===== src/priority_ready_queue_scheduler_defines.svh =====
// assertion helpers shared by the scheduler
`ifndef PRIORITY_READY_QUEUE_SCHEDULER_DEFINES_SVH
`define PRIORITY_READY_QUEUE_SCHEDULER_DEFINES_SVH

// same-cycle implication, checked out of reset
`define PRQS_ASSERT(lbl, ante, cons, msg) \
  lbl: assert property (@(posedge clk_i) disable iff (!rst_ni) (ante) |-> (cons)) \
    else $error(msg);

// next-cycle implication, checked out of reset
`define PRQS_ASSERT_NEXT(lbl, ante, cons, msg) \
  lbl: assert property (@(posedge clk_i) disable iff (!rst_ni) (ante) |=> (cons)) \
    else $error(msg);

`endif


===== src/prqs_pkg.sv =====
package prqs_pkg;

  localparam int TID_W       = 4;
  localparam int MAX_THREADS = 16;
  localparam int LVL_W       = 2;
  localparam int NUM_LVL     = 3;

  typedef logic [TID_W-1:0] tid_t;
  typedef logic [LVL_W-1:0] lvl_t;

  localparam lvl_t LVL_LOW  = 2'd0;
  localparam lvl_t LVL_NORM = 2'd1;
  localparam lvl_t LVL_HIGH = 2'd2;

  typedef enum logic [1:0] {
    ST_DEAD    = 2'd0,
    ST_READY   = 2'd1,
    ST_RUNNING = 2'd2,
    ST_WAITING = 2'd3
  } thr_st_e;

  typedef enum logic [1:0] {
    K_ACTIVATE  = 2'd0,
    K_BLOCK     = 2'd1,
    K_TERMINATE = 2'd2,
    K_TICK      = 2'd3
  } kind_e;

  localparam tid_t IDLE_TID  = 4'd0;
  localparam tid_t FIRST_TID = 4'd1;

endpackage


===== src/prqs_ram.sv =====
module prqs_ram #(
  parameter int WIDTH = 4,
  parameter int DEPTH = 64
) (
  input  logic                     clk_i,
  input  logic                     we_i,
  input  logic [$clog2(DEPTH)-1:0] waddr_i,
  input  logic [WIDTH-1:0]         wdata_i,
  input  logic [$clog2(DEPTH)-1:0] raddr_i,
  output logic [WIDTH-1:0]         rdata_o
);

  logic [WIDTH-1:0] mem_q [DEPTH];
  logic [WIDTH-1:0] rdata_q;

  always_ff @(posedge clk_i) begin
    if (we_i) begin
      mem_q[waddr_i] <= wdata_i;
    end
    rdata_q <= mem_q[raddr_i];
  end

  assign rdata_o = rdata_q;

endmodule


===== src/priority_ready_queue_scheduler.sv =====
// three-level priority thread scheduler with an idle thread (thread 0)
// input channel s_axis: one scheduling request per transfer; tuser carries the
//   request kind (activate, block, terminate, tick), tdata the target thread
//   and the priority for activate
// output channel m_axis: exactly one result per request: running thread,
//   switch flag and error status
// the ready queues live in one ram (one region per level); a pop or a removal
//   walks the queue region one entry per cycle and shifts the tail down
// a request that touches no queue entries goes from the execute step straight to
//   the finish step; otherwise a walk over every entry of the walked queue lies
//   between them; one request is worked on at a time
// a new request is taken while the previous result still waits in the output
//   register; the finish step holds until that register is free
// reset: all threads dead except thread 1, which runs at normal priority;
//   queues are empty (fill counts cleared, ram contents are don't care)
// a stalled receiver only delays the result, no request is lost
module priority_ready_queue_scheduler
  import prqs_pkg::*;
#(
  parameter int QUEUE_DEPTH = 16
) (
  input  logic       clk_i,
  input  logic       rst_ni,
  input  logic       s_axis_tvalid,
  output logic       s_axis_tready,
  input  logic [7:0] s_axis_tdata,   // [3:0] thread_id, [5:4] prio, [7:6] zero
  input  logic [1:0] s_axis_tuser,   // [1:0] kind
  output logic       m_axis_tvalid,
  input  logic       m_axis_tready,
  output logic [7:0] m_axis_tdata    // [3:0] run_id, [4] switched, [5] status, [7:6] zero
);

  `include "priority_ready_queue_scheduler_defines.svh"

  // queue geometry
  localparam int QIW     = (QUEUE_DEPTH > 1) ? $clog2(QUEUE_DEPTH) : 1;
  localparam int CW      = $clog2(QUEUE_DEPTH + 1);
  localparam int RAM_AW  = LVL_W + QIW;
  localparam int RAM_D   = 1 << RAM_AW;
  localparam logic [CW-1:0] QD_C = CW'(QUEUE_DEPTH);
  localparam logic [CW:0]   QD_W = (CW+1)'(QUEUE_DEPTH);

  typedef enum logic [1:0] {
    S_IDLE,
    S_EXEC,
    S_WALK,
    S_FIN
  } state_e;

  state_e           state_q;
  kind_e            kind_q;
  tid_t             id_q;
  lvl_t             pr_q;

  thr_st_e          status_q [MAX_THREADS];
  lvl_t             prio_q   [MAX_THREADS];
  logic [CW-1:0]    cnt_q    [NUM_LVL];
  tid_t             cur_q;

  // walk engine
  lvl_t             wlvl_q;
  tid_t             wid_q;
  logic             wpop_q;
  logic [CW-1:0]    rd_idx_q;
  logic [CW-1:0]    ri_q;
  logic             rvalid_q;
  logic             found_q;
  tid_t             nid_q;

  // finish step
  logic             err_q;
  logic             run_chg_q;
  logic             push_pend_q;
  lvl_t             push_lvl_q;

  logic             out_valid_q;
  tid_t             out_run_q;
  logic             out_sw_q;
  logic             out_err_q;

  // ram ports
  logic              ram_we;
  logic [RAM_AW-1:0] ram_waddr;
  tid_t              ram_wdata;
  logic [RAM_AW-1:0] ram_raddr;
  tid_t              ram_rdata;

  prqs_ram #(
    .WIDTH (TID_W),
    .DEPTH (RAM_D)
  ) u_ram (
    .clk_i   (clk_i),
    .we_i    (ram_we),
    .waddr_i (ram_waddr),
    .wdata_i (ram_wdata),
    .raddr_i (ram_raddr),
    .rdata_o (ram_rdata)
  );

  // request decode
  lvl_t    in_pr;
  lvl_t    cur_prio;
  thr_st_e id_st;
  logic    act_ok;
  logic    term_ok;
  logic    top_v;
  lvl_t    top_l;
  lvl_t    top_a;
  logic    rot_req;
  lvl_t    rot_l;
  logic    disp_req;
  logic    p_full;
  logic    fin_go;
  logic    walk_issue;
  logic    walk_done;
  logic    walk_match;
  tid_t    fin_nid;
  logic    cnt_in_range;

  // outcome of the execute step
  logic    exec_err;
  logic    exec_walk;
  logic    exec_wpop;
  lvl_t    exec_wlvl;
  logic    exec_rot;

  assign in_pr    = (s_axis_tdata[5:4] == 2'd3) ? LVL_HIGH : s_axis_tdata[5:4];
  assign cur_prio = prio_q[cur_q];
  assign id_st    = status_q[id_q];

  // ids are 4 bits wide, so every id below MAX_THREADS is in range
  assign act_ok  = (id_q != IDLE_TID) && (id_st == ST_DEAD) && (cnt_q[pr_q] < QD_C);
  assign term_ok = (id_q != IDLE_TID) && (id_st != ST_DEAD);

  always_comb begin
    // highest non-empty level as the queues stand
    top_v = 1'b1;
    if (cnt_q[LVL_HIGH] != '0) begin
      top_l = LVL_HIGH;
    end else if (cnt_q[LVL_NORM] != '0) begin
      top_l = LVL_NORM;
    end else begin
      top_l = LVL_LOW;
      top_v = (cnt_q[LVL_LOW] != '0);
    end
    // highest level once the activated thread is queued
    if (cnt_q[LVL_HIGH] != '0 || pr_q == LVL_HIGH) begin
      top_a = LVL_HIGH;
    end else if (cnt_q[LVL_NORM] != '0 || pr_q == LVL_NORM) begin
      top_a = LVL_NORM;
    end else begin
      top_a = LVL_LOW;
    end
  end

  always_comb begin
    rot_req  = 1'b0;
    rot_l    = top_l;
    disp_req = 1'b0;
    case (kind_q)
      K_ACTIVATE: begin
        rot_req = act_ok && ((cur_q == IDLE_TID) || (pr_q > cur_prio));
        rot_l   = top_a;
      end
      K_BLOCK: disp_req = (cur_q != IDLE_TID);
      K_TERMINATE: disp_req = term_ok && (id_q == cur_q);
      default: rot_req = top_v && ((cur_q == IDLE_TID) || (top_l >= cur_prio));
    endcase
    // displaced thread's queue, counting an activation pushed this request
    p_full = (({1'b0, cnt_q[cur_prio]}
              + (CW+1)'((kind_q == K_ACTIVATE) && (cur_prio == pr_q))) >= QD_W);

    exec_err  = 1'b0;
    exec_walk = 1'b0;
    exec_wpop = 1'b1;
    exec_wlvl = top_l;
    exec_rot  = 1'b0;
    case (kind_q)
      K_ACTIVATE: exec_err = !act_ok;
      K_BLOCK: exec_err = (cur_q == IDLE_TID);
      K_TERMINATE: begin
        exec_err = !term_ok;
        // a ready thread leaves the middle of its queue
        if (term_ok && (id_q != cur_q) && (id_st == ST_READY)) begin
          exec_walk = 1'b1;
          exec_wpop = 1'b0;
          exec_wlvl = prio_q[id_q];
        end
      end
      default: exec_err = 1'b0;
    endcase
    // displace the running thread by the head of rot_l, unless its queue is another level and full
    if (rot_req && ((cur_q == IDLE_TID) || !(cur_prio != rot_l && p_full))) begin
      exec_rot  = 1'b1;
      exec_walk = 1'b1;
      exec_wlvl = rot_l;
    end
    // running thread has left: head of the top queue, or idle
    if (disp_req) begin
      exec_walk = top_v;
      exec_wlvl = top_l;
    end
  end

  assign walk_issue = (rd_idx_q < cnt_q[wlvl_q]);
  assign walk_done  = !rvalid_q && !walk_issue;
  assign walk_match = wpop_q ? (ri_q == '0) : (ram_rdata == wid_q);
  assign fin_go     = !out_valid_q || m_axis_tready;
  assign fin_nid    = nid_q;

  // ram port selection: push on activate, shift during a walk, push back on finish
  always_comb begin
    ram_we    = 1'b0;
    ram_waddr = {pr_q, cnt_q[pr_q][QIW-1:0]};
    ram_wdata = id_q;
    ram_raddr = {wlvl_q, rd_idx_q[QIW-1:0]};
    unique case (state_q)
      S_EXEC: ram_we = (kind_q == K_ACTIVATE) && act_ok;
      S_WALK: begin
        ram_we    = rvalid_q && found_q;
        ram_waddr = {wlvl_q, QIW'(ri_q - CW'(1))};
        ram_wdata = ram_rdata;
      end
      S_FIN: begin
        ram_we    = fin_go && run_chg_q && push_pend_q;
        ram_waddr = {push_lvl_q, cnt_q[push_lvl_q][QIW-1:0]};
        ram_wdata = cur_q;
      end
      default: ram_we = 1'b0;
    endcase
  end

  assign s_axis_tready = (state_q == S_IDLE);

  always_ff @(posedge clk_i or negedge rst_ni) begin
    if (!rst_ni) begin
      state_q     <= S_IDLE;
      kind_q      <= K_ACTIVATE;
      id_q        <= IDLE_TID;
      pr_q        <= LVL_LOW;
      for (int i = 0; i < MAX_THREADS; i++) begin
        status_q[i] <= ST_DEAD;
        prio_q[i]   <= LVL_LOW;
      end
      status_q[FIRST_TID] <= ST_RUNNING;
      prio_q[FIRST_TID]   <= LVL_NORM;
      for (int l = 0; l < NUM_LVL; l++) begin
        cnt_q[l] <= '0;
      end
      cur_q       <= FIRST_TID;
      wlvl_q      <= LVL_LOW;
      wid_q       <= IDLE_TID;
      wpop_q      <= 1'b0;
      rvalid_q    <= 1'b0;
      found_q     <= 1'b0;
      rd_idx_q    <= '0;
      ri_q        <= '0;
      nid_q       <= IDLE_TID;
      run_chg_q   <= 1'b0;
      push_pend_q <= 1'b0;
      push_lvl_q  <= LVL_LOW;
      err_q       <= 1'b0;
      out_valid_q <= 1'b0;
      out_run_q   <= IDLE_TID;
      out_sw_q    <= 1'b0;
      out_err_q   <= 1'b0;
    end else begin
      if (state_q == S_FIN && fin_go) begin
        out_valid_q <= 1'b1;
      end else if (m_axis_tready) begin
        out_valid_q <= 1'b0;
      end
      unique case (state_q)
        S_IDLE: begin
          if (s_axis_tvalid) begin
            kind_q  <= kind_e'(s_axis_tuser);
            id_q    <= s_axis_tdata[3:0];
            pr_q    <= in_pr;
            state_q <= S_EXEC;
          end
        end
        S_EXEC: begin
          err_q       <= exec_err;
          run_chg_q   <= exec_rot || disp_req;
          push_pend_q <= exec_rot && (cur_q != IDLE_TID);
          push_lvl_q  <= cur_prio;
          found_q     <= 1'b0;
          rvalid_q    <= 1'b0;
          rd_idx_q    <= '0;
          wpop_q      <= exec_wpop;
          wlvl_q      <= exec_wlvl;
          wid_q       <= id_q;
          nid_q       <= IDLE_TID;
          state_q     <= exec_walk ? S_WALK : S_FIN;
          unique case (kind_q)
            K_ACTIVATE: begin
              if (act_ok) begin
                prio_q[id_q]   <= pr_q;
                status_q[id_q] <= ST_READY;
                cnt_q[pr_q]    <= cnt_q[pr_q] + CW'(1);
              end
            end
            K_BLOCK: begin
              if (!exec_err) begin
                status_q[cur_q] <= ST_WAITING;
              end
            end
            K_TERMINATE: begin
              if (!exec_err) begin
                status_q[id_q] <= ST_DEAD;
              end
            end
            default: ;
          endcase
          // the displaced thread (idle included) becomes ready
          if (exec_rot) begin
            status_q[cur_q] <= ST_READY;
          end
        end
        S_WALK: begin
          rvalid_q <= walk_issue;
          if (walk_issue) begin
            rd_idx_q <= rd_idx_q + CW'(1);
            ri_q     <= rd_idx_q;
          end
          if (rvalid_q && !found_q && walk_match) begin
            found_q <= 1'b1;
            nid_q   <= ram_rdata;
          end
          if (walk_done) begin
            cnt_q[wlvl_q] <= cnt_q[wlvl_q] - CW'(1);
            state_q       <= S_FIN;
          end
        end
        S_FIN: begin
          if (fin_go) begin
            out_err_q <= err_q;
            if (run_chg_q) begin
              status_q[fin_nid] <= ST_RUNNING;
              cur_q     <= fin_nid;
              out_run_q <= fin_nid;
              out_sw_q  <= (fin_nid != cur_q);
              if (push_pend_q) begin
                cnt_q[push_lvl_q] <= cnt_q[push_lvl_q] + CW'(1);
              end
            end else begin
              out_run_q <= cur_q;
              out_sw_q  <= 1'b0;
            end
            state_q <= S_IDLE;
          end
        end
        default: state_q <= S_IDLE;
      endcase
    end
  end

  assign m_axis_tvalid = out_valid_q;
  assign m_axis_tdata  = {2'b00, out_err_q, out_sw_q, out_run_q};

  // checks
  assign cnt_in_range = (cnt_q[0] <= QD_C) && (cnt_q[1] <= QD_C) && (cnt_q[2] <= QD_C);

  `PRQS_ASSERT(a_cnt_bound, 1'b1, cnt_in_range, "queue fill above depth")
  `PRQS_ASSERT(a_cur_running, state_q == S_IDLE, status_q[cur_q] == ST_RUNNING, "bad current")
  `PRQS_ASSERT(a_walk_found, state_q == S_WALK && walk_done, found_q, "walk missed")
  `PRQS_ASSERT_NEXT(a_accept_exec, s_axis_tvalid && s_axis_tready, state_q == S_EXEC, "no exec")

endmodule


===== config.mk =====
export PLATFORM = sky130hd
export DESIGN_NAME = priority_ready_queue_scheduler
export DESIGN_NICKNAME = d
export VERILOG_FILES = /design/src/prqs_pkg.sv /design/src/prqs_ram.sv /design/src/priority_ready_queue_scheduler.sv
export VERILOG_INCLUDE_DIRS = /design/src /design/src/src
export SDC_FILE = /design/constraint.sdc
export NUM_CORES = 1
export LEC_CHECK = 0
export ABC_AREA = 1
export BUFFER_PORTS_ARGS = -buffer_cell sky130_fd_sc_hd__buf_2
export CAP_MARGIN = 30
export CORE_MARGIN = 2
export CORE_UTILIZATION = 60
export DETAILED_ROUTE_END_ITERATION = 7
export PLACE_DENSITY = 0.78
export SETUP_SLACK_MARGIN = 0.5
export SYNTH_ARGS = -nofsm -noshare
export SYNTH_HDL_FRONTEND = slang
export SYNTH_SLANG_ARGS = --single-unit

===== constraint.sdc =====
create_clock -name clk_i -period 11.39 [get_ports clk_i]
set_input_delay 3.417 -clock clk_i [delete_from_list [all_inputs] [get_ports clk_i]]
set_output_delay 3.417 -clock clk_i [all_outputs]
set_load 0.02 [all_outputs]

---- Word-level counts from Yosys, hierarchy flattened ----
Memories as Yosys holds them, arrays and structs flattened. A register that Yosys moved wholly into a read port is not among the register bits.
Cells that the tools add are included.
word-level totals
  register bits ........................... 128
  latch bits .............................. 0
  memory bits (writable) .................. 256
  ROM bits ................................ 0
  input port bits ......................... 14
  output and inout bits ................... 10
  word-level logic and storage cells ...... 286
  memories kept ........................... 1
operators by class
  add/sub/neg operators ................... 6
  multipliers ............................. 0
  div/mod/pow operators ................... 0
  order comparisons ....................... 18
  equal/unequal tests ..................... 24
  shift operators ......................... 0
  multiplexer cells ....................... 97
  bitwise operators ....................... 19
  reductions and logical operators ........ 65
memory list
  name         depth  width  read ports  clocked after memory_dff  write ports  line            text
  u_ram.mem_q  64     4      1           1                         1            prqs_ram.sv:13  logic [WIDTH-1:0] mem_q [DEPTH];
operator list
  operator                                                        number
  32-bit two-way mux                                              7
  32-bit one-hot mux with 3 select lines                          1
  15-bit two-way mux                                              6
  32-bit one-hot mux with 2 select lines                          1
  5-bit two-way mux                                               12
  16-bit bitwise AND                                              3
  16-bit NOT                                                      3
  16-bit bitwise OR                                               3
  15-bit bitwise mux                                              3
  15-bit one-hot mux with 3 select lines                          1
  5-bit binary-select mux with 2-bit select                       4
  2-bit two-way mux                                               20
  32-bit bitwise AND                                              1
  32-bit bitwise mux                                              1
  32-bit NOT                                                      1
  32-bit bitwise OR                                               1
  5-bit demux with 2-bit select                                   3
  1-bit logical AND                                               26
  2-bit binary-select mux with 4-bit select                       3
  2-bit demux with 4-bit select                                   3
  1-bit two-way mux                                               19
  2-bit != test (second input constant)                           9
  4-bit one-hot mux with 2 select lines                           2
  5-bit by 1-bit adder with 5-bit output (second input constant)  3
  39 further kinds                                                93

---- Logic depth before layout (Yosys ltp) ----
  word-level depth ........................ 18
  depth in mapped cells ................... 23
  mapped depth without buffers ............ 22

---- Hierarchy ----
A second synthesis with hierarchy kept.
second synthesis, totals
  cells, all modules ...................... 2493
  area total of the unflattened synthesis .. 20541.0 µm²
modules (own cells, without submodules)
  module                          instances  cells an instance  area an instance (µm²)  sequential area each (µm²)
  prqs_ram                        1          965                10911.7                 7767.4
  priority_ready_queue_scheduler  1          1528               9629.2                  3131.8

---- Least setup slack after synthesis ----
No wires, ideal clock.
  kind .................................... input-to-reg
  start point ............................. input port m_axis_tready
  end point ............................... memory u_ram.mem_q[0][0], enable pin
  setup time .............................. 0.330 ns
  arrival ................................. 4.799 ns
  required time ........................... 11.060 ns
  setup slack ............................. 6.261 ns
  cell stages on the path ................. 10
  path buffers ............................ 0
  path through ............................ nor2_1 nor2_1 inv_1 nor2_1 nand2_1 nand3_1 nand2_2 inv_2 nand3_2 nor2_1
on the way
  cells in the longest elaborated chain, start to end .. 6
ends and longest elaborated chain
  item                                     line                                   text
  from (decl)                              priority_ready_queue_scheduler.sv:29   input logic m_axis_tready,
  1-bit logical OR                         priority_ready_queue_scheduler.sv:208  assign fin_go = !out_valid_q || m_axis_tready;
  1-bit logical AND (2 in a row)           priority_ready_queue_scheduler.sv:225  ram_we = fin_go && run_chg_q && push_pend_q;
  1-bit one-hot mux with 3 select lines    priority_ready_queue_scheduler.sv:217  unique case (state_q)
  1-bit two-way mux                        prqs_ram.sv:17                         if (we_i) begin
  1-bit two-way mux (implied by the code)  prqs_ram.sv:18                         mem_q[waddr_i] <= wdata_i;
  to (decl)                                prqs_ram.sv:13
Every way passes these cells.

---- Worst setup path in the final report ----
  start point ............................. input port m_axis_tready
  end point ............................... memory u_ram.mem_q[16][0], enable pin
The elaborated chain is that of the path after synthesis.

==> metrics.cfg <==
[cells_and_area]
antenna_cells = 0
nets = 2344
finalNonFillerCells = 2789
final_cell_area_um2 = 21950
area_growth_pct = 8.150
drive_gt1_share_pct = 7.689
fin_util_pct = 65.63

[worst_setup_path]
worstSetupPathType = input port to flip-flop
start_kind = input port
cp.arrival_ps = 5750
r2r_setup_slack_ps = 6890
r2r-end = cnt_q[1]
worstPathMaxFanout = 9
critPathCaptureType = flip-flop
timing.rr.start = wlvl_q[0]
rr_worst_depth = 13
crit_required_ps = 11600

[synth]
synth_area_per_cell_um2 = 8.611
synth_top_family_by_area = simple AND/OR/NAND/NOR gates
synth-xor-area-share_pct = 0.8199
synth_flop_cell = edfxtp_1
syn-cell-area_um2 = 20300
synth.distinct_cells = 58
synthMuxAreaShare_pct = 0
synth_edf_count = 256
yosysSeqAreaShare_pct = 53.70
synthArstFlopShare_pct = 32.47
synth-adder-area-share_pct = 1.295
syn_inst = 2357
yosysWarnings = 0
synth_compound_area_share_pct = 16.57
yosys.area_share.simple_pct = 21.61
ys_ff_latch = 385

[clock_network]
clkTransAtPathRegs_ps = 60
postCtsHoldBufs = 0
ctsResizeCount = 0
cts.sinks = 385
h-tree-depth = 2
numCtsBuffers = 41
clockBufferDepth = 3
cts_setup_buffers = 0
root_buffer = clkbuf_16
clk_latency_ps = 570
cts_tree = built

[route]
drc = 0
drt-wirelength-per-cell_um = 20.63
wl_um = 57550
dr.first_iter.drc_count = 2341
ant_nets = 0
viasPerCell = 6.239
vias = 17400
drtPass1Iterations = 8

[sta]
worstMarginPinSlew_ps = 1098
finalCritPeriodShare_pct = 48.63
setup_slack_ps = 5850
setup_viol = 0
finClkSkew_ps = 26.12
tns_ps = 0
relSlewSlack_pct = 26.56
rsz0062_at_grt = no
slew_viol_final = 0
hold_viol = 0
whs_ps = 411.1
max_freq_mhz = 180.5
period_needed_ps = 5540

[global_route]
antenna_found_initial = 0
grt_max_degree = 114
grt_usage_pct = 32.79
grt_pass1_vias = 16790
grt_overflow = 0
grt_pass1_wl_um = 90790

[floorplan]
fp.dieW_um = 187.9
start_util_pct = 60.68
rows = 67
core_region_area_um2 = 33450
fp.dieArea_um2 = 35320
ios = 24
die_h_um = 187.9

[min_path]
hold_path.class = flip-flop to flip-flop
min_delay_path_depth = 0
worstHoldEndpoint = prio_q[30]
hp-start = prio_q[30]

[status]
status = finished clean

[power_and_ir_drop]
switching_share_pct = 47.73
intPower_mw = 3.531
power_frac_seq_pct = 31.8
power.density_nw_per_um2 = 307.8
peakVddDrop_mv = 0.2164
p_clk_share_pct = 19.6
p_sw_mw = 3.225
fin_total_pwr_mw = 6.756
leakage_nw = 8.547
pwr-share-comb_pct = 48.6

[placement]
io_buffers = 19
hpwl_um = 36710
placed_area_um2 = 20610
pre_cts_ws_ps = 5309
gp_congestion = 0.9761
dpl.cell_count = 2713

[flow_run]
cap_violations = 0

[worst max-delay path by stage]
stage | startpoint | end | slack, ps | depth (start not counted)
4_1_cts | m_axis_tready | u_ram.mem_q[40][0] | 5870 | 11
5_1_grt | m_axis_tready | u_ram.mem_q[8][0] | 5690 | 11
3_5_place_dp | m_axis_tready | u_ram.mem_q[40][0] | 5310 | 11
6_report | m_axis_tready | u_ram.mem_q[16][0] | 5850 | 11
3_3_place_gp | m_axis_tready | u_ram.mem_q[48][1] | 5440 | 11
2_1_floorplan | m_axis_tready | u_ram.mem_q[0][0] | 6260 | 10
[cells in the mapped netlist, drive strengths merged (4+ instances only)]
master,n,area [um2]
nor3,11,55.05
xor2,11,96.34
o211ai,7,52.55
nand4,19,163.9
o21ai,328,1687
buf,29,201.4
a21oi,104,558.0
nand2,509,1946
dfxtp,4,80.08
edfxtp,256,7687
nand3,106,568.1
inv,163,611.8
dfrtp,122,3053
a31oi,20,125.1
o22ai,40,250.2
a22oi,26,195.2
o311ai,5,43.79
ha,21,262.8
clkinv,4,15.01
nand3b,10,78.82
nor2,385,1506
o221ai,40,350.3
clkbuf,103,387.9
xnor2,8,70.07
[sequential cells by signal, summed over array words and instances, names as in the netlist, 4 cells and up]
name,cells
cnt_q,15
cur_q,4
prio_q,32
ri_q,5
id_q,4
status_q,32
rd_idx_q,5
fin_nid,4
wid_q,4
u_ram.rdata_o,4
u_ram.mem_q,256
[cells in the final DEF, fill, tap and decap left out, types with 26 or more instances in the layout]
master       n
dfrtp_1    120
nand3_1    100
o21ai_0    302
o22ai_1     40
a22oi_1     26
inv_1      151
nand2_1    501
o221ai_1    36
edfxtp_1   256
clkbuf_16   42
a21oi_1     99
nor2_1     372
[routing by layer]
layer  wire length (um)  track usage, %
met3               5506           5.671
met2              26830           53.13
met4               3255           18.26
met1              21960           42.12
met5                  0               0
[power groups by stage]
stage	sequential, mW	combinational (mW)	clock [mW]
after global routing	2.17	3.60	1.38
after CTS	2.14	3.21	1.33
final	2.15	3.28	1.32
after global placement	2.15	3.12	0
after detailed placement	2.16	3.19	0
after floorplan	2.09	2.31	0
[worst max-delay path, cell delays in order]
cell     delay, ps
buf_2           70
nor2_1          60
nor2_1         220
inv_1          140
nor2_1         460
nand2_1        120
nand3_1        120
nand2_2        110
inv_2          170
nand3_2        390
nor2_1         460
[cell type report]
class	instances	area, um2
fill	2696	11500
sequential	385	10900
multi-input combinational	1674	8267
clock buffer	47	1080
inverter	167	628.1
tap	448	560.5
timing repair buffer	40	259.0
clock inverter	28	252.7
[kinds of logic (layout without fill, tap and decap cells)]
| family | count (synthesis) | count (layout) |
|---|---|---|
| flip-flops | 385 | 385 |
| adder cells (fa/ha/maj) | 21 | 21 |
| XOR/XNOR | 19 | 19 |
| AND/OR/NAND/NOR | 1050 | 1050 |
| buffers and inverters | 299 | 282 |
| other | 1 | 2 |
| AO/OA/AOI/OAI | 582 | 582 |
No activity file was read; power rests on OpenSTA's default activity.
